==> config.mk <==
export PLATFORM = sky130hd
export DESIGN_NAME = xpdl_queue
export DESIGN_NICKNAME = d
export VERILOG_FILES = /design/src/sv/xpdl_pkg.sv /design/src/sv/xpdl_queue.sv
export SDC_FILE = /design/constraint.sdc
export NUM_CORES = 1
export LEC_CHECK = 0
export ABC_CLOCK_PERIOD_IN_PS = 14200
export BUFFER_PORTS_ARGS = -buffer_cell sky130_fd_sc_hd__buf_2
export CAP_MARGIN = 20
export CORE_MARGIN = 2
export CORE_UTILIZATION = 50
export CTS_BUF_LIST = sky130_fd_sc_hd__clkbuf_8
export CTS_CLUSTER_DIAMETER = 60
export DETAILED_ROUTE_END_ITERATION = 10
export PLACE_DENSITY = 0.79
export SYNTH_ARGS = -nofsm -noshare
export SYNTH_HDL_FRONTEND = slang
export SYNTH_SLANG_ARGS = --single-unit
==> constraint.sdc <==
create_clock -name aclk -period 14.2 [get_ports aclk]
set_input_delay 2.13 -clock aclk [delete_from_list [all_inputs] [get_ports aclk]]
set_output_delay 2.13 -clock aclk [all_outputs]
set_load 0.02 [all_outputs]
==> src/sv/xpdl_pkg.sv <==
// shared types, constants and helpers of the binary dense layer
package xpdl_pkg;

    // widest weight row the datapath is built for
    localparam int ROW_BITS = 128;
    // entries in the queue between front and back (power of two)
    localparam int QUEUE_DEPTH = 4;
    localparam int QUEUE_PW = $clog2(QUEUE_DEPTH);
    localparam int QUEUE_CW = $clog2(QUEUE_DEPTH + 1);

    // stream payload widths
    localparam int S_TDATA_W = 168;
    localparam int M_TDATA_W = 40;

    // input tdata field positions
    localparam int S_IDX_LSB = 0;
    localparam int S_LOW_LSB = 7;
    localparam int S_HIGH_LSB = 71;
    localparam int S_SCALE_LSB = 135;
    localparam int S_BIAS_LSB = 151;

    // configuration register indexes
    typedef enum logic [1:0] {
        REG_ACTIVE_BITS  = 2'd0,
        REG_BIAS_ENABLE  = 2'd1,
        REG_OUTPUT_COUNT = 2'd2,
        REG_TOKEN_COUNT  = 2'd3
    } xpdl_reg_t;

    // item kinds carried on tuser
    typedef enum logic {
        OP_COMPUTE = 1'b0,
        OP_LOAD    = 1'b1
    } xpdl_op_t;

    // configuration register set
    typedef struct packed {
        logic [7:0]  active_bits;
        logic        bias_enable;
        logic [7:0]  output_count;
        logic [10:0] token_count;
    } xpdl_cfg_t;

    // one classified compute item on its way to the back end
    typedef struct packed {
        logic [6:0]          neuron;
        logic [15:0]         scale;
        logic [15:0]         bias;
        logic [ROW_BITS-1:0] match;
    } xpdl_entry_t;

    // active bit count limited to the row width
    function automatic logic [7:0] xpdl_clamp(input logic [7:0] bits, input logic [7:0] lim);
        xpdl_clamp = (bits > lim) ? lim : bits;
    endfunction

endpackage

==> src/sv/xpdl_queue.sv <==
// short queue between front and back
module xpdl_queue (
    input  logic                                aclk,
    input  logic                                aresetn,
    input  logic                                push,
    input  xpdl_pkg::xpdl_entry_t               push_entry,
    input  logic                                pop,
    output xpdl_pkg::xpdl_entry_t               pop_entry,
    output logic                                empty,
    output logic [xpdl_pkg::QUEUE_CW-1:0]       count
);
    import xpdl_pkg::*;

    xpdl_entry_t           mem_reg [QUEUE_DEPTH];
    logic [QUEUE_PW-1:0]   wr_ptr_reg;
    logic [QUEUE_PW-1:0]   rd_ptr_reg;
    logic [QUEUE_CW-1:0]   count_reg;
    logic [QUEUE_CW-1:0]   count_next;

    // storage
    always_ff @(posedge aclk) begin
        if (push) begin
            mem_reg[wr_ptr_reg] <= push_entry;
        end
    end

    // pointers and fill level
    always_comb begin
        count_next = count_reg;
        if (push && !pop) begin
            count_next = count_reg + 1'b1;
        end else if (pop && !push) begin
            count_next = count_reg - 1'b1;
        end
    end

    always_ff @(posedge aclk) begin
        if (!aresetn) begin
            wr_ptr_reg <= '0;
            rd_ptr_reg <= '0;
            count_reg  <= '0;
        end else begin
            if (push) begin
                wr_ptr_reg <= wr_ptr_reg + 1'b1;
            end
            if (pop) begin
                rd_ptr_reg <= rd_ptr_reg + 1'b1;
            end
            count_reg <= count_next;
        end
    end

    assign pop_entry = mem_reg[rd_ptr_reg];
    assign empty     = count_reg == '0;
    assign count     = count_reg;

endmodule

# After elaboration in Yosys (flattened, before gate mapping)

Memories as Yosys holds them, arrays and structs flattened. A register that Yosys moved wholly into a read port is not among the register bits.
Index checks and enable logic that the tools add are counted.

Input bits: 171
Bits in registers: 7
Bits in writable memories: 668
Output and inout port bits: 171
Memories: 1
Word-level logic and storage cells: 20

Memory list:

| name    | words | bits a word | read ports | clocked after memory_dff | write ports | RTL line         | source |
|---|---|---|---|---|---|---|---|
| mem_reg | 4     | 167         | 1          | 1                        | 1           | xpdl_queue.sv:14 | `xpdl_entry_t mem_reg [QUEUE_DEPTH];` |

Reductions and logical operators: 6
Add/subtract/negate cells: 4
Muxes and demuxes: 6

Operators by type and width:

| cell                                             | count |
|---|---|
| 2-to-1 mux 3 bit                                 | 2 |
| adder 2 x 1 -> 2 bit, second input constant      | 2 |
| 2-to-1 mux 2 bit                                 | 2 |
| adder 3 x 1 -> 3 bit, second input constant      | 1 |
| logical NOT 3 bit                                | 1 |
| subtractor 3 x 1 -> 3 bit, second input constant | 1 |
| logical AND 1 bit                                | 2 |
| logical NOT 1 bit                                | 2 |
| 2-to-1 mux 1 bit                                 | 2 |
| nonzero test 2 bit                               | 1 |

# Longest topological paths before layout

Gate-level depths: netlist of run 1.

Word-level depth: 4
Mapped depth: 7
Depth with buffers taken out: 7

# Worst setup path before layout of run 1

Ideal clock, no wire load.

Path kind: in2reg
Start: input push
End: memory mem_reg[0][0] (netlist name), enable pin
Data required time: 13.654 ns
Stages on the path: 1
Arrival time: 5.932 ns
Setup time: 0.546 ns
Slack: 7.721 ns
Path through: and2_1

Longest elaborated chain between the ends: 2

RTL lines:

| element                                | RTL line         | source |
|---|---|---|
| start: declaration                     | xpdl_queue.sv:5  | `input logic push,` |
| 2-to-1 mux 1 bit                       | xpdl_queue.sv:22 | `if (push) begin` |
| 2-to-1 mux 1 bit (implied by the code) | xpdl_queue.sv:23 | `mem_reg[wr_ptr_reg] <= push_entry;` |
| end: declaration                       | xpdl_queue.sv:14 |  |

No other way between the ends.

==> metrics.txt, run 1 <==
worst-path cell chain buf_4 -> mux4_2 -> buf_2; starting density of the core 50.43%; Critical Path Start Type flip-flop; Die Ht 225.7 µm; status finished clean; HP Class flip-flop to flip-flop; largest net degree at the start of global routing 89; clock buffer depth 3; first-pass GRT wire length 69150 µm; Synth Instances 915; hold buffers post-CTS 0; initial drt markers 715; max_cap viols 0; CP Buf/Inv Count 2; worst vdd ir 0.08645 mV; boundary pin count 342; predominant post-synthesis flop cell edfxtp_1; worst reg-to-reg setup slack 11.36 ns; TritonCTS clock tree done; P&R area growth vs syn 17.62%; first drt pass iteration count 4; WL per Instance 22.51 µm; minimum clock period 5.278 ns; Top delay family on crit path buffers and inverters; Reg2Reg Launch Point wr_ptr_reg[0]$_SDFFE_PN0P_; Avg Synthesized Cell Area 26.87 µm²; layout cell share with drive strength beyond 1 46.47%; Max-slew headroom 28.59%; Max FO, Critical Path 45; worst hold path depth 2; routability congestion estimate 0.7514; Core Area 48750 µm²; Fin. Hold Viols 0; Yosys cell types 20; Nets 1515; setup violators final 0; worst path required time 12.07 ns; HP Start count[2]$_SDFFE_PN0P_; leakage power 9.794 nW; die extent in x 225.7 µm; max reg flops 668; total global-route track usage 18.49%; Routed Antenna Nets 0; num rows 81; sequential area share after synthesis 82.32%; post-layout total power 4.286 mW; clock slew seen by the registers of the worst setup and hold paths 0.06 ns; critical path data arrival time 3.15 ns; Ys Warns 0; cts bufs inserted 104; number of remaining DRC errors 0; total wire length 47110 µm; I/O Buffers 341; Final Slew Violations 0; WS Path Type flip-flop to output pin; total negative slack 0 ns; WHS Endpoint count[2]$_SDFFE_PN0P_; worst r2r path cells 5; total global routing overflow 0; Die ar. 50960 µm²; Worst Setup End Kind output pin; Final Skew 0.01716 ns; Post-CTS Resized 0; Post-synth EDFFs 668; most frequent cells in the layout edfxtp_1, buf_2, mux4_2; DP Wirelength 27880 µm; syn_nets 1092; Clock Root Buffer clkbuf_8; DR vias/cell 5.346; vias in the first global route 11760; Max stage delay on crit path 0.82 ns; period utilization 37.17%; initial antenna violation count 15; clock sink total 677; clock latency at the later pin of the worst-skew pair 0.68 ns; post-CTS setup buffers 0; Post-Place Worst Slack 9.462 ns; H-Tree Depth 3; RSZ-0062 raised after global routing no; Max Fclk 0.1895 GHz; FFs w/ async S/R, synth 0%; PD cells 148.2 nW/µm²; Synth Register Bits 677; Slew @ Worst Pin 1.071 ns; worst setup margin 8.922 ns; Synth Cell Area 24580 µm²; commonest non-fill, non-tap cell in the layout edfxtp_1; worst r2r dst mem_reg[0][44]$_DFFE_PP_; slowest CP cell dfxtp_4; via count 11190
## where the power goes
group,switching [mW],leakage [nW],internal (mW),total [mW]
Sequential,0.0320,6.21,2.30,2.33
Clock,0.709,1.11,0.786,1.50
Combinational,0.277,2.47,0.184,0.460
## per-layer routing
metal / wire length, µm / vias to the layer above / GRT usage, %
met1: 18230 / 5835 / 23.12
met2: 23800 / 400 / 29.73
li1: - / 4855 / -
met3: 3850 / 86 / 6.362
met5: 86 / - / 0
met4: 1137 / 14 / 7.691
## per-stage QoR
step	hold slack (ns)	instance area [µm²]	instances	utilization, %
floorplan	0.5276	24580	915	-
global placement	0.4910	26920	1895	55.23
detailed placement	0.5444	26950	1896	55.29
CTS	0.5553	28890	2082	59.26
global route	0.5710	28910	2088	59.30
finish	0.5434	28920	2093	59.32
## synth_stat cells, drive strengths merged (2+ instances only)
master  instances  area [µm²]
and2            9       56.30
ha              5       62.56
nor2b           2       12.51
dfxtp           9       180.2
clkbuf          4       15.01
xnor2           2       17.52
mux4          167        3761
xor2            3       26.28
edfxtp        668       20060
inv             4       15.01
buf            34       311.5
mux2i           2       20.02
## layout make-up
cell class	instances	area, µm²
Inverter	4	15.01
Clock inverter	80	480.5
Clock buffer	106	1459
Sequential cell	677	20250
Multi-Input combinational cell	196	4014
Fill cell	3393	19830
Antenna cell	11	27.53
Timing Repair Buffer	355	1844
Tap cell	664	830.8
## worst max-delay path by stage
| stage | startpoint | endpoint | slack (ns) | cells after the start |
|---|---|---|---|---|
| 2_1_floorplan | push | mem_reg[0][0]$_DFFE_PP_ | 7.72 | 1 |
| 3_3_place_gp | flip-flop | pop_entry[33] | 9.48 | 3 |
| 3_5_place_dp | flip-flop | pop_entry[55] | 9.46 | 3 |
| 4_1_cts | flip-flop | pop_entry[55] | 8.69 | 3 |
| 5_1_grt | flip-flop | pop_entry[55] | 8.56 | 3 |
| 6_report | flip-flop | pop_entry[55] | 8.92 | 3 |
## worst register-to-register path, cell delays in order (launching register included)
cell	delay [ns]
dfxtp_1	0.35
inv_1	0.09
ha_1	0.16
and2_4	0.35
buf_4	0.76
buf_4	0.75
## cell families (layout without fill, tap and decap cells)
logic type	after synthesis	count (layout)	synth area share, %
flops	677	677	82.32
simple gates	14	14	0.3409
other cells	0	11	0
mux	169	169	15.38
fa+ha+maj	6	6	0.3359
buf+inv	42	545	1.389
compound gates	2	2	0.05089
xor+xnor	5	5	0.1782
Note: power is estimated with default switching activity, not from simulation.
==> inputs of run 2 (changes only) <==
ABC_AREA = 1   (was default)
ABC_CLOCK_PERIOD_IN_PS = 4600   (was 14200)
PLACE_DENSITY = 0.82   (was 0.79)
clock period = 4.6 ns   (was 14.2 ns; I/O delays follow)
==> run 2 against run 1 <==
Net effect:
- global-route usage up 2.6 points
- first-iteration DRC count up 83%
- register-to-register slack worse by 8.9 ns
- area after synthesis up 2.4%
- critical path depth up 1
- sequential power rose to 3.1 times the previous value
- via count up 38%
- cell count up 33%
- clock power rose to 3.1 times the previous value
- die area up 2.3%
- critical endpoint is now pop_entry[46]
- largest cell class unchanged
- highest routed layer unchanged
==> metrics.txt, run 2 <==
status finished clean; Top delay family on crit path buffers and inverters; routability congestion estimate 0.7614; via count 15490; Max FO, Critical Path 65; Reg2Reg Launch Point wr_ptr_reg[0]$_SDFFE_PN0P_; boundary pin count 342; slowest CP cell dfxtp_4; CP Buf/Inv Count 2; num rows 82; Synth top area share 79.71%; starting density of the core 50.37%; HP Start push_entry[44]; critical path data arrival time 2.93 ns; Max Fclk 0.2765 GHz; H-Tree Depth 3; setup violators final 0; Synth Cell Area 25170 µm²; WS Path Type flip-flop to output pin; worst hold path depth 1; worst path required time 3.91 ns; Clock Root Buffer clkbuf_8; hold buffers post-CTS 0; worst reg-to-reg setup slack 2.43 ns; most frequent cells in the layout edfxtp_1, buf_2, nor2_1; DP Wirelength 30800 µm; syn_nets 1848; max_cap viols 0; area leader, netlist edfxtp_1; Synth Instances 1671; synth top area cells edfxtp_1, nor2_1, o21ai_0; clock sink total 677; Final Skew 0.01378 ns; first drt pass iteration count 5; initial drt markers 1306; total global-route track usage 21.05%; clock buffer depth 3; RSZ-0062 raised after global routing no; clock slew seen by the registers of the worst setup and hold paths 0.06 ns; total wire length 55720 µm; Die Ht 228.4 µm; predominant post-synthesis flop cell edfxtp_1; Slew @ Worst Pin 0.9571 ns; Critical Path Start Type flip-flop; HP Class input port to flip-flop; first-pass GRT wire length 85590 µm; number of remaining DRC errors 0; largest net degree at the start of global routing 177; leakage power 10.28 nW; max reg flops 668; TritonCTS clock tree done; cts bufs inserted 104; layout filler cell count 3673; Yosys cell types 21; PD cells 449.0 nW/µm²; minimum clock period 3.617 ns; DR vias/cell 5.552; die extent in x 228.4 µm; Synth Register Bits 677; WHS Endpoint mem_reg[0][44]$_DFFE_PP_; Final Slew Violations 0; Hold WS 0.2283 ns; total negative slack 0 ns; Fin. Hold Viols 0; worst setup margin 0.9834 ns; worst r2r path cells 5; worst vdd ir 0.4115 mV; I/O Buffers 341; Core Area 49970 µm²; Avg Synthesized Cell Area 15.06 µm²; sequential area share after synthesis 80.42%; Post-CTS Resized 0; commonest non-fill, non-tap cell in the layout edfxtp_1; Post-synth EDFFs 668; top cells by count, synth edfxtp_1, nor2_1, o21ai_0, o22ai_1, o21ai_1; initial antenna violation count 11; worst-path cell chain buf_4 -> o21ai_0 -> o22ai_1 -> buf_2; FFs w/ async S/R, synth 0%; worst r2r dst mem_reg[0][36]$_DFFE_PP_; Ys Warns 0; layout cell share with drive strength beyond 1 23.55%; Final Util 58.75%; Nets 2207; vias in the first global route 15830; Worst Setup End Kind output pin; clock latency at the later pin of the worst-skew pair 0.67 ns; most numerous cell in the Yosys netlist edfxtp_1; total global routing overflow 0; Die ar. 52140 µm²; post-CTS setup buffers 0; P&R area growth vs syn 16.65%; WL per Instance 19.98 µm; Max-slew headroom 36.19%; Routed Antenna Nets 0; Max stage delay on crit path 0.81 ns; period utilization 78.62%; Post-Place Worst Slack 1.619 ns
==> run 2: changes by cell type after synthesis, sizes merged, moves of 8 or more <==
cell    delta
clkbuf    +26
o22ai    +167
buf       +45
and2       -9
o21ai    +339
inv       +13
nand2      +8
nor2     +339
mux4     -167
==> run 2: metal layers <==
metal | wire, µm | track usage (%) | up-vias | share of wire [%]
met3 | 4876 | 5.988 | 106 | 8.8
met5 | 46 | 0 | - | 0.083
met1 | 21620 | 25.77 | 7662 | 39
met2 | 27610 | 35.04 | 622 | 50
met4 | 1573 | 9.355 | 8 | 2.8
li1 | - | - | 7087 | -
==> run 2: power breakdown <==
part / switching (mW) / internal [mW]
Combinational: 0.981 / 0.393
Sequential: 0.0703 / 7.06
Clock: 2.18 / 2.50
==> run 2: kinds of logic after synthesis <==
group | count (synthesis) | share of synthesized area, %
flops | 677 | 80.42
compound gates | 511 | 10.99
simple gates | 351 | 5.255
buf+inv | 126 | 3.003
fa+ha+maj | 6 | 0.3281
==> run 2: layout make-up <==
| type | count | area, µm² | area share [%] |
|---|---|---|---|
| Timing Repair Buffer | 362 | 2027 | 6.904 |
| Tap cell | 672 | 840.8 | 2.864 |
| Clock buffer | 108 | 1486 | 5.063 |
| Antenna cell | 11 | 27.53 | 0.09376 |
| Inverter | 17 | 93.84 | 0.3197 |
| Multi-Input combinational cell | 868 | 4172 | 14.21 |
| Sequential cell | 677 | 20250 | 68.97 |
| Clock inverter | 74 | 462.9 | 1.577 |
==> run 2: through the flow <==
step / total power [mW] / instance area [µm²] / instances
2_1_floorplan: 8.112 / 25170 / 1671
3_5_place_dp: 8.629 / 27380 / 2596
4_1_cts: 13.28 / 29330 / 2778
3_3_place_gp: 8.571 / 27380 / 2596
5_1_grt: 13.66 / 29340 / 2784
6_report: 13.18 / 29360 / 2789
==> run 2: worst max-delay path by stage <==
stage	from	end	slack, ns	cells past startpoint
floorplan	push	mem_reg[2][0]$_DFFE_PP_	0.15	2
global placement	flip-flop	pop_entry[36]	1.66	4
detailed placement	flip-flop	pop_entry[35]	1.62	4
CTS	flip-flop	pop_entry[35]	0.84	4
global route	flip-flop	pop_entry[44]	0.76	4
finish	flip-flop	pop_entry[46]	0.98	4
