`config.mk`:
```
export PLATFORM = sky130hd
export DESIGN_NAME = xpdl_back
export DESIGN_NICKNAME = d
export VERILOG_FILES = /design/src/sv/xpdl_pkg.sv /design/src/sv/xpdl_back.sv
export SDC_FILE = /design/constraint.sdc
export NUM_CORES = 1
export LEC_CHECK = 0
export BUFFER_PORTS_ARGS = -buffer_cell sky130_fd_sc_hd__buf_2
export CORE_MARGIN = 2
export CORE_UTILIZATION = 30
export CTS_CLUSTER_SIZE = 24
export DETAILED_ROUTE_END_ITERATION = 10
export GPL_ROUTABILITY_DRIVEN = 0
export PLACE_DENSITY = 0.56
export SYNTH_ARGS = -nofsm -noshare
export SYNTH_HDL_FRONTEND = slang
export SYNTH_SLANG_ARGS = --single-unit
```
`constraint.sdc`:
```
create_clock -name aclk -period 10.67 [get_ports aclk]
set_clock_uncertainty 0.2 [all_clocks]
set_input_delay 0.5335 -clock aclk [delete_from_list [all_inputs] [get_ports aclk]]
set_output_delay 0.5335 -clock aclk [all_outputs]
set_load 0.005 [all_outputs]
```
`src/sv/xpdl_pkg.sv`:
```
// shared types, constants and helpers of the binary dense layer
package xpdl_pkg;

    // widest weight row the datapath is built for
    localparam int ROW_BITS = 128;
    // entries in the queue between front and back (power of two)
    localparam int QUEUE_DEPTH = 4;
    localparam int QUEUE_PW = $clog2(QUEUE_DEPTH);
    localparam int QUEUE_CW = $clog2(QUEUE_DEPTH + 1);

    // stream payload widths
    localparam int S_TDATA_W = 168;
    localparam int M_TDATA_W = 40;

    // input tdata field positions
    localparam int S_IDX_LSB = 0;
    localparam int S_LOW_LSB = 7;
    localparam int S_HIGH_LSB = 71;
    localparam int S_SCALE_LSB = 135;
    localparam int S_BIAS_LSB = 151;

    // configuration register indexes
    typedef enum logic [1:0] {
        REG_ACTIVE_BITS  = 2'd0,
        REG_BIAS_ENABLE  = 2'd1,
        REG_OUTPUT_COUNT = 2'd2,
        REG_TOKEN_COUNT  = 2'd3
    } xpdl_reg_t;

    // item kinds carried on tuser
    typedef enum logic {
        OP_COMPUTE = 1'b0,
        OP_LOAD    = 1'b1
    } xpdl_op_t;

    // configuration register set
    typedef struct packed {
        logic [7:0]  active_bits;
        logic        bias_enable;
        logic [7:0]  output_count;
        logic [10:0] token_count;
    } xpdl_cfg_t;

    // one classified compute item on its way to the back end
    typedef struct packed {
        logic [6:0]          neuron;
        logic [15:0]         scale;
        logic [15:0]         bias;
        logic [ROW_BITS-1:0] match;
    } xpdl_entry_t;

    // active bit count limited to the row width
    function automatic logic [7:0] xpdl_clamp(input logic [7:0] bits, input logic [7:0] lim);
        xpdl_clamp = (bits > lim) ? lim : bits;
    endfunction

endpackage

```
`src/sv/xpdl_back.sv`:
```
// back end: popcount, scale and bias, row marks and output register
module xpdl_back #(
    parameter int MAX_IN_BITS = 128
) (
    input  logic                              aclk,
    input  logic                              aresetn,
    input  xpdl_pkg::xpdl_cfg_t               cfg,
    input  logic                              q_empty,
    input  xpdl_pkg::xpdl_entry_t             q_entry,
    output logic                              q_pop,
    output logic                              m_valid,
    input  logic                              m_ready,
    output logic [xpdl_pkg::M_TDATA_W-1:0]    m_data,
    output logic                              m_lot,
    output logic                              m_lol
);
    import xpdl_pkg::*;

    localparam int LVLS = $clog2(ROW_BITS);

    logic               advance;
    logic [7:0]         lvl [LVLS+1][ROW_BITS];
    logic [7:0]         cnt_c;
    logic [7:0]         n_bits;
    logic signed [9:0]  dot_c;
    logic signed [25:0] prod_c;
    logic signed [25:0] sum_c;
    logic               lot_c;
    logic               lol_c;

    logic               b1_valid_reg;
    logic [6:0]         b1_neuron_reg;
    logic signed [15:0] b1_scale_reg;
    logic signed [15:0] b1_bias_reg;
    logic [7:0]         b1_cnt_reg;

    logic               b2_valid_reg;
    logic [6:0]         b2_neuron_reg;
    logic signed [25:0] b2_prod_reg;
    logic signed [15:0] b2_bias_reg;
    logic [7:0]         b2_cnt_reg;

    logic               out_valid_reg;
    logic [6:0]         out_neuron_reg;
    logic [23:0]        out_value_reg;
    logic               out_sign_reg;
    logic [7:0]         out_cnt_reg;
    logic               out_lot_reg;
    logic               out_lol_reg;

    logic [9:0]         token_reg;
    logic [9:0]         token_next;

    // whole back pipeline moves when the output register is free
    assign advance = !out_valid_reg || m_ready;
    assign q_pop   = advance && !q_empty;

    // popcount adder tree
    always_comb begin
        for (int l = 0; l <= LVLS; l++) begin
            for (int i = 0; i < ROW_BITS; i++) begin
                lvl[l][i] = 8'd0;
            end
        end
        for (int i = 0; i < ROW_BITS; i++) begin
            lvl[0][i] = {7'd0, q_entry.match[i]};
        end
        for (int l = 1; l <= LVLS; l++) begin
            for (int i = 0; i < (ROW_BITS >> l); i++) begin
                lvl[l][i] = lvl[l-1][2*i] + lvl[l-1][2*i+1];
            end
        end
        cnt_c = lvl[LVLS][0];
    end

    // signed dot product and scale
    assign n_bits = xpdl_clamp(cfg.active_bits, 8'(MAX_IN_BITS));
    assign dot_c  = $signed({1'b0, b1_cnt_reg, 1'b0}) - $signed({2'b00, n_bits});
    assign prod_c = 26'(b1_scale_reg) * 26'(dot_c);

    // bias and row marks
    assign sum_c = b2_prod_reg + (cfg.bias_enable ? 26'(b2_bias_reg) : 26'sd0);
    assign lot_c = {1'b0, b2_neuron_reg} == (cfg.output_count - 8'd1);
    assign lol_c = lot_c && ({1'b0, token_reg} == (cfg.token_count - 11'd1));

    always_comb begin
        token_next = token_reg;
        if (lol_c) begin
            token_next = '0;
        end else if (lot_c) begin
            token_next = token_reg + 10'd1;
        end
    end

    // valid bits and token counter
    always_ff @(posedge aclk) begin
        if (!aresetn) begin
            b1_valid_reg  <= 1'b0;
            b2_valid_reg  <= 1'b0;
            out_valid_reg <= 1'b0;
            token_reg     <= '0;
        end else if (advance) begin
            b1_valid_reg  <= q_pop;
            b2_valid_reg  <= b1_valid_reg;
            out_valid_reg <= b2_valid_reg;
            if (b2_valid_reg) begin
                token_reg <= token_next;
            end
        end
    end

    // payload stages
    always_ff @(posedge aclk) begin
        if (advance) begin
            b1_neuron_reg  <= q_entry.neuron;
            b1_scale_reg   <= q_entry.scale;
            b1_bias_reg    <= q_entry.bias;
            b1_cnt_reg     <= cnt_c;

            b2_neuron_reg  <= b1_neuron_reg;
            b2_prod_reg    <= prod_c;
            b2_bias_reg    <= b1_bias_reg;
            b2_cnt_reg     <= b1_cnt_reg;

            out_neuron_reg <= b2_neuron_reg;
            out_value_reg  <= sum_c[23:0];
            out_sign_reg   <= !sum_c[25];
            out_cnt_reg    <= b2_cnt_reg;
            out_lot_reg    <= lot_c;
            out_lol_reg    <= lol_c;
        end
    end

    assign m_valid = out_valid_reg;
    assign m_data  = {out_cnt_reg, out_sign_reg, out_value_reg, out_neuron_reg};
    assign m_lot   = out_lot_reg;
    assign m_lol   = out_lol_reg;

endmodule

```
After elaboration in Yosys (flattened, before gate mapping)
Index checks and enable logic that the tools add are counted.

$add $sub $neg: 132. Muxes and demuxes: 4. Equality and inequality tests: 2. $mul: 1. Reduce and logical (&&, ||, !) cells: 8. $lt $le $gt $ge: 1.

Operators with widths (number): 1-bit by 1-bit adder with 2-bit output (64); 2-bit by 2-bit adder with 3-bit output (32); 3-bit by 3-bit adder with 4-bit output (16); 4-bit by 4-bit adder with 5-bit output (8); 26-bit adder (1); 16-bit by 10-bit multiplier with 26-bit output (1); 26-bit two-way mux (1); 5-bit by 5-bit adder with 6-bit output (4); 10-bit two-way mux (2); 6-bit by 6-bit adder with 7-bit output (2); 10-bit by 11-bit equality test with 1-bit output (1); 11-bit by 1-bit subtractor with 11-bit output, second input constant (1); 10-bit by 1-bit adder with 10-bit output, second input constant (1); 9-bit by 8-bit subtractor with 10-bit output (1); 7-bit by 7-bit adder with 8-bit output (1); 7-bit by 8-bit equality test with 1-bit output (1); 8-bit > comparator, second input constant (1); 8-bit two-way mux (1); 8-bit by 1-bit subtractor with 8-bit output, second input constant (1); 1-bit zero test (3); 3-bit AND reduction (1); 1-bit logical AND (2); 2-bit nonzero test (1); 1-bit logical OR (1).

Bits in registers: 159. Input port bits: 199. Logic and storage cells: 166. Output and inout bits: 44.

Logic depth before layout (Yosys ltp)
Gate-level depths: netlist of run 1.

Depth after elaboration: 7. Mapped depth: 31. Mapped depth without buffers: 31.

Least setup slack after synthesis of run 1
OpenSTA, ideal clock, no wires.

Path type: input-to-reg. Start point: input port cfg[20] (netlist name). End point: register b2_prod_reg[25] (data pin). Arrival time: 7.276 ns. Cell stages on the path: 28. Buffers on the path: 2. Data required time: 10.210 ns. Library setup time: 0.260 ns. Slack: 2.934 ns. Cells stage by stage: nor2b_1 > clkbuf_1 > fa_1 > nor2b_1 > o21ai_0 > a21boi_1 > o21ai_0 > a21boi_1 > o21a_1 > or3_1 > clkbuf_1 > a21boi_0 > fa_1 > fa_1 > fa_1 > fa_1 > inv_1 > fa_1 > inv_1 > ha_1 > a211oi_1 > nor2b_1 > a211oi_1 > o21ai_0 > o21ai_0 > a211o_1 > a21oi_1 > xnor2_1.

Word-level cells in the longest chain between the ends: 4.

RTL lines: from (decl) (RTL line xpdl_back.sv:7) `input xpdl_pkg::xpdl_cfg_t cfg,`; 8-bit > comparator (RTL line xpdl_pkg.sv:54) `xpdl_clamp = (bits > lim) ? lim : bits;`; 8-bit two-way mux (*) (RTL line xpdl_pkg.sv:54); 9-bit by 8-bit subtractor with 10-bit output (*) (RTL line xpdl_back.sv:78) `assign dot_c = $signed({1'b0, b1_cnt_reg, 1'b0}) - $signed({2'b00, n_bits});`; 16-bit by 10-bit multiplier with 26-bit output (*) (RTL line xpdl_back.sv:79) `assign prod_c = 26'(b1_scale_reg) * 26'(dot_c);`; net prod_c[25] (RTL line xpdl_back.sv:26) `logic signed [25:0] prod_c;`; to (signal assigned) (RTL line xpdl_back.sv:121) `b2_prod_reg <= prod_c;`; to (decl) (RTL line xpdl_back.sv:39) `logic signed [25:0] b2_prod_reg;`.

Mark *: on every way through the listed nets, which the timed path passes. The rest lies on a longest branch. A chain may end at the register's enable or synchronous reset.

Worst setup path after layout of run 1
Start point: input port cfg[27] (netlist name). End point: register b2_prod_reg[25] (data pin).

Same word-level chain as after synthesis.

==> flow_metrics.tcl, run 1 <==
set metrics [dict create \
    grt_pass1_vias 12040 \
    hold_buffers 0 \
    drt_iter0_drc 447 \
    synthXorXnorAreaFrac_pct 4.896 \
    synthMuxAreaShare_pct 0.06082 \
    synth_top_family_by_area "adder cells" \
    drt-total-wl_um 34410 \
    drv_slew 0 \
    synth_seq_cells 159 \
    via_count 10810 \
    cts_sinks 159 \
    path_max_fanout 16 \
    final-hold-violation-count 0 \
    synth_edf_count 146 \
    drcViolationCount 0 \
    synth_nets 2115 \
    yosys.area_share.adder_pct 40.46 \
    io_pins 243 \
    syn-mean-instance-area_um2 10.70 \
    cpMaxStageDelayCell "o21ai_1" \
    clk_pin_slew_ns 0.08 \
    cts_tree "built" \
    rsz0062_at_grt "no" \
    place_hpwl_um 28790 \
    start_kind "input pin" \
    status "finished, final reports clean" \
    routedWlPerCell_um 13.86 \
    antenna_found_initial 5 \
    drtPass1Iterations 5 \
    grt_first_pass_wirelength_um 57900 \
    cap_viol_max_count 0 \
    yosys_warnings 0 \
    path_class "input pin to register" \
    coreArea_um2 54030 \
    cts_resized 0 \
    drive_gt1_share_pct 16.51 \
    largest_register_ffs 26 \
    slowest_delay_ns 0.77 \
    finalSetupViolations 0 \
    ctsRootBufferMaster "clkbuf_16" \
    arrival_ns 8.41 \
    synth.cell_area_um2 16460 \
    hold_path_class "input pin to register" \
    cts_buffers 17 \
    syn_inst 1538 \
    start_util_pct 30.46 \
    tns_ns 0 \
    synth-compound-area-share_pct 7.146 \
    syn2layout_area_growth_pct 15.72 \
    endpoint_kind "register" \
    cts.htree.levels 4 \
    diodes 0 \
    clkLatencyLatePin_ns 0.45 \
    rows 85 \
    die_h_um 238.2 \
    worst_pin_slew_ns 0.9993 \
    die_area_um2 56750 \
    post_cts_buffers 0 \
    path_common_cell "fa_1" \
    maxSlewHeadroom_pct 33.16 \
    io_buffers 242 \
    synthArstFlopShare_pct 0 \
    vias_per_cell 4.353 \
    fmax_mhz 118.5 \
    min_period_ns 8.438 \
    gr-total-overflow 0 \
    clockBufferDepth 2 \
    synth_cell_type_count 64 \
    die_x_um 238.2 \
    synth-simple-area-share_pct 9.526 \
    synth-main-ff-cell "edfxtp_1" \
    grtUsageTotal_pct 12.77 \
    grt_start_max_net_pins 79 \
    ys_seq_area_share_pct 28.22 \
    detail-route-antenna-nets 0 \
    worst_ep_required_time_ns 10.64 \
    layout.nets 2351 \
    period_share_pct 79.09 \
]
-- area by class of cell --
| type | instances | area [um2] |
|---|---|---|
| sequential | 159 | 4644 |
| timing repair buffer | 248 | 1256 |
| fill | 5518 | 34980 |
| clock buffer | 18 | 429.2 |
| clock inverter | 14 | 146.4 |
| inverter | 391 | 1473 |
| multi-input combinational | 957 | 10230 |
| tap | 696 | 870.8 |
-- path summary, 6_finish.rpt --
| path | slack, ns | start | to | cells past startpoint |
|---|---|---|---|---|
| worst max-delay path | 2.23 | cfg[27] | b2_prod_reg[25] | 28 |
| worst min-delay path | 0.05 | q_entry[149] | b1_scale_reg[5] | 1 |
| worst max register to register | 2.30 | b1_cnt_reg[1] | b2_prod_reg[25] | 25 |
| worst min register to register | 0.22 | b1_bias_reg[10] | b2_bias_reg[10] | 0 |
-- cell families after synthesis --
group           after synthesis
buf+inv                     422
fa+ha+maj                   378
simple gates                312
compound gates              174
flops                       159
xor+xnor                     92
mux                           1
-- per-stage QoR --
stage / instance area (um2) / worst slack [ns] / std cells / util (%) / hold slack [ns]
finish: 19050 / 2.232 / 2483 / 35.25 / 0.05377
detailed placement: 18470 / 1.805 / 2451 / 34.19 / 0.2059
CTS: 19050 / 2.254 / 2483 / 35.25 / 0.02586
global route: 19050 / 1.721 / 2483 / 35.25 / 0.02747
global placement: 18470 / 2.177 / 2451 / 34.19 / 0.2016
floorplan: 16460 / 2.934 / 1538 / - / 0.2003
-- critical path, delay by kind of cell --
kind	cells	cell delay, ns
AO/OA/AOI/OAI	13	3.58
AND/OR/NAND/NOR	3	0.42
XOR/XNOR	1	0.08
adder cells (fa/ha/maj)	7	3.37
buffers and inverters	4	0.40
-- cells in the final DEF, fill, tap and decap left out, types with 8 or more instances in the layout --
cell         n
edfxtp_1   146
and2_1      65
a21boi_0    16
nor2_1      55
o21bai_1    10
a21o_1      18
a21oi_1     44
xnor2_1     67
a211oi_1     8
fa_1       257
nand2b_1    19
buf_2      242
o21ai_0     25
nor2b_1     14
nand3_1     15
nand2_1    104
xor2_1      24
inv_1      390
o21a_1      13
ha_1       121
and3_1       8
clkbuf_16   17
dfxtp_1     13
-- cell usage after synthesis, types with 16 or more instances --
cell type | instances | share of area, %
inv_1 | 391 | 8.9
nand2b_1 | 19 | 0.72
and2_1 | 65 | 2.5
a21o_1 | 18 | 0.82
a21boi_0 | 16 | 0.73
edfxtp_1 | 146 | 27
xor2_1 | 24 | 1.3
a21oi_1 | 44 | 1.3
xnor2_1 | 68 | 3.6
ha_1 | 121 | 9.2
nand2_1 | 104 | 2.4
nor2_1 | 55 | 1.3
o21ai_0 | 25 | 0.76
fa_1 | 257 | 31
clkbuf_1 | 19 | 0.43
-- metal layers --
| metal | share of wire [%] | routed length, um | global-route usage [%] |
|---|---|---|---|
| met1 | 45 | 15430 | 15.72 |
| met2 | 49 | 16800 | 22.78 |
| met3 | 4.5 | 1558 | 2.591 |
| met4 | 1.6 | 551 | 3.314 |
| met5 | 0.21 | 71 | 0 |
Power of run 1 is left out: the tool's default activity adds up to more than one toggle a clock period on the data nets, which glitch-free logic cannot reach.
==> run 2: changes to the inputs <==
--- a/config.mk
+++ b/config.mk
@@ -5,6 +5,7 @@
 export SDC_FILE = /design/constraint.sdc
 export NUM_CORES = 1
 export LEC_CHECK = 0
+export ABC_AREA = 1
 export BUFFER_PORTS_ARGS = -buffer_cell sky130_fd_sc_hd__buf_2
 export CORE_MARGIN = 2
 export CORE_UTILIZATION = 30
==> constraint.sdc (replaced) <==
create_clock -name aclk -period 8.6 [get_ports aclk]
set_clock_uncertainty 0.2 [all_clocks]
set_input_delay 0.43 -clock aclk [delete_from_list [all_inputs] [get_ports aclk]]
set_output_delay 0.43 -clock aclk [all_outputs]
set_load 0.005 [all_outputs]
==> run 2 against run 1 <==
- worst setup slack worse by 0.67 ns
- count of clock-buffer cells in the layout decreased by 1
- sequential share of layout area is 1.3 points lower
- synthesized cell count is 18% higher
==> flow_metrics.tcl, run 2 <==
set metrics [dict create \
    status "finished, final reports clean" \
    synth_cell_type_count 47 \
    use_met2_pct 24.41 \
    cap_viol_max_count 0 \
    worstHoldStart "q_entry[2]" \
    place_hpwl_um 32690 \
    grt_pass1_vias 13360 \
    synthArstFlopShare_pct 0 \
    synth.cell_area_um2 17060 \
    multiInputGateArea_um2 10440 \
    endpoint_kind "register" \
    finalSetupViolations 0 \
    synth_top_area_share_pct 30.17 \
    die_x_um 242.4 \
    use_met1_pct 16.74 \
    io_buffers 242 \
    synth_edf_count 146 \
    drv_slew 0 \
    regArea_um2 4644 \
    most-common-layout-cells "inv_1 (487), nand2_1 (272), fa_1 (257)" \
    grtUsageTotal_pct 13.67 \
    io_pins 243 \
    hold_path_class "input pin to register" \
    detail-route-antenna-nets 0 \
    yosys_warnings 0 \
    r2r_slack_ns 1.68 \
    synth_seq_cells 159 \
    syn-mean-instance-area_um2 9.433 \
    maxSlewHeadroom_pct 43.54 \
    ys_seq_area_share_pct 27.23 \
    rows 87 \
    start_kind "input pin" \
    ctsRootBufferMaster "clkbuf_16" \
    coreArea_um2 56280 \
    clkLatencyLatePin_ns 0.46 \
    period_share_pct 81.84 \
    path_class "input pin to register" \
    slowest_delay_ns 0.53 \
    synth_common_cells "inv_1 (488), nand2_1 (272), fa_1 (257), edfxtp_1 (146), nor2_1 (142)" \
    final_common_cell "inv_1" \
    cts.htree.levels 4 \
    via_count 12360 \
    placedInstanceArea_um2 19120 \
    rsz0062_at_grt "no" \
    path_common_cell "fa_1" \
    gr-total-overflow 0 \
    cpMaxStageDelayCell "fa_1" \
    syn2layout_area_growth_pct 17.91 \
    tns_ns 0 \
    r2r-start "b1_cnt_reg[2]" \
    fmax_mhz 142.1 \
    grt_first_pass_wirelength_um 64840 \
    fillCellCount 5787 \
    fin_area_um2 20110 \
    syn_inst 1808 \
    drive_gt1_share_pct 15.26 \
    yosysMostFrequentCell "inv_1" \
    path_max_fanout 2 \
    die_h_um 242.4 \
    antenna_found_initial 0 \
    arrival_ns 7.05 \
    min_period_ns 7.038 \
    clk_pin_slew_ns 0.07 \
    synth-main-ff-cell "edfxtp_1" \
    drt-total-wl_um 38480 \
    cts_buffers 17 \
    synth.largest_area_cell "fa_1" \
    use_met3_pct 2.936 \
    diodes 0 \
    vias_per_cell 4.322 \
    largest_register_ffs 26 \
    die_area_um2 58770 \
    drcViolationCount 0 \
    start_util_pct 30.31 \
    synth_area_leaders "fa_1 (30%), edfxtp_1 (26%), inv_1 (11%), ha_1 (8.9%), nand2_1 (6.0%)" \
    drt_iter0_drc 593 \
    cts_sinks 159 \
    final-hold-violation-count 0 \
    worst_pin_slew_ns 0.8469 \
    routedWlPerCell_um 13.46 \
    worstSetupStartpoint "q_entry[101]" \
    layout.nets 2667 \
    grt_start_max_net_pins 91 \
    worst_ep_required_time_ns 8.61 \
    synth_nets 2385 \
    drtPass1Iterations 5 \
    clockBufferDepth 2 \
    busiest_layer "met2" \
    cts_tree "built" \
]
run 2: stage by stage:
step / utilization (%) / std cells / setup WS [ns] / hold WS (ns)
3_3_place_gp: 33.97 / 2786 / 1.122 / 0.2015
6_report: 35.73 / 2859 / 1.562 / 0.08882
2_1_floorplan: - / 1808 / 1.469 / 0.2003
4_1_cts: 35.73 / 2859 / 1.569 / 0.05310
3_5_place_dp: 33.97 / 2786 / 1.094 / 0.2045
5_1_grt: 35.73 / 2859 / 1.153 / 0.06545
run 2: worst paths after layout:
path	endpoint	cells past startpoint
hold reg to reg	b2_neuron_reg[6]	0
setup / recovery	b1_cnt_reg[6]	25
hold / removal	b1_cnt_reg[0]	2
setup reg to reg	b2_prod_reg[15]	28
run 2: cell families after synthesis:
group / Yosys count / synth area share, %
compound gates: 139 / 4.681
xor+xnor: 77 / 3.998
fa+ha+maj: 378 / 39.04
buf+inv: 516 / 11.58
flops: 159 / 27.23
simple gates: 539 / 13.46
run 2: area by class of cell:
class                      count  area share, %
sequential                   159          23.10
clock inverter                15         0.7715
tap                          756          4.704
inverter                     494          9.246
multi-input combinational   1133          51.93
clock buffer                  17          2.115
timing repair buffer         285          8.138
run 2: timing repair:
action	CTS	global route
hold buffers	41	0
hold endpoints to repair	41	0
resized for setup	0	0
buffers inserted	0	0
run 2: critical path: cells and delay by family:
kind	cells	cell delay, ns
AOI/OAI and AO/OA	2	0.41
xor gates and xnor gates	1	0.13
adders and majority gates	12	5.44
buffers and inverters	8	0.50
and+or+nand+nor	2	0.15
run 2: per-layer routing:
layer / vias up / share of wire [%]
li1: 6060 / -
met1: 5960 / 44
met2: 296 / 50
met3: 41 / 4.8
met4: 0 / 1.4
met5: - / 0
Power of run 2 is left out for the same reason.
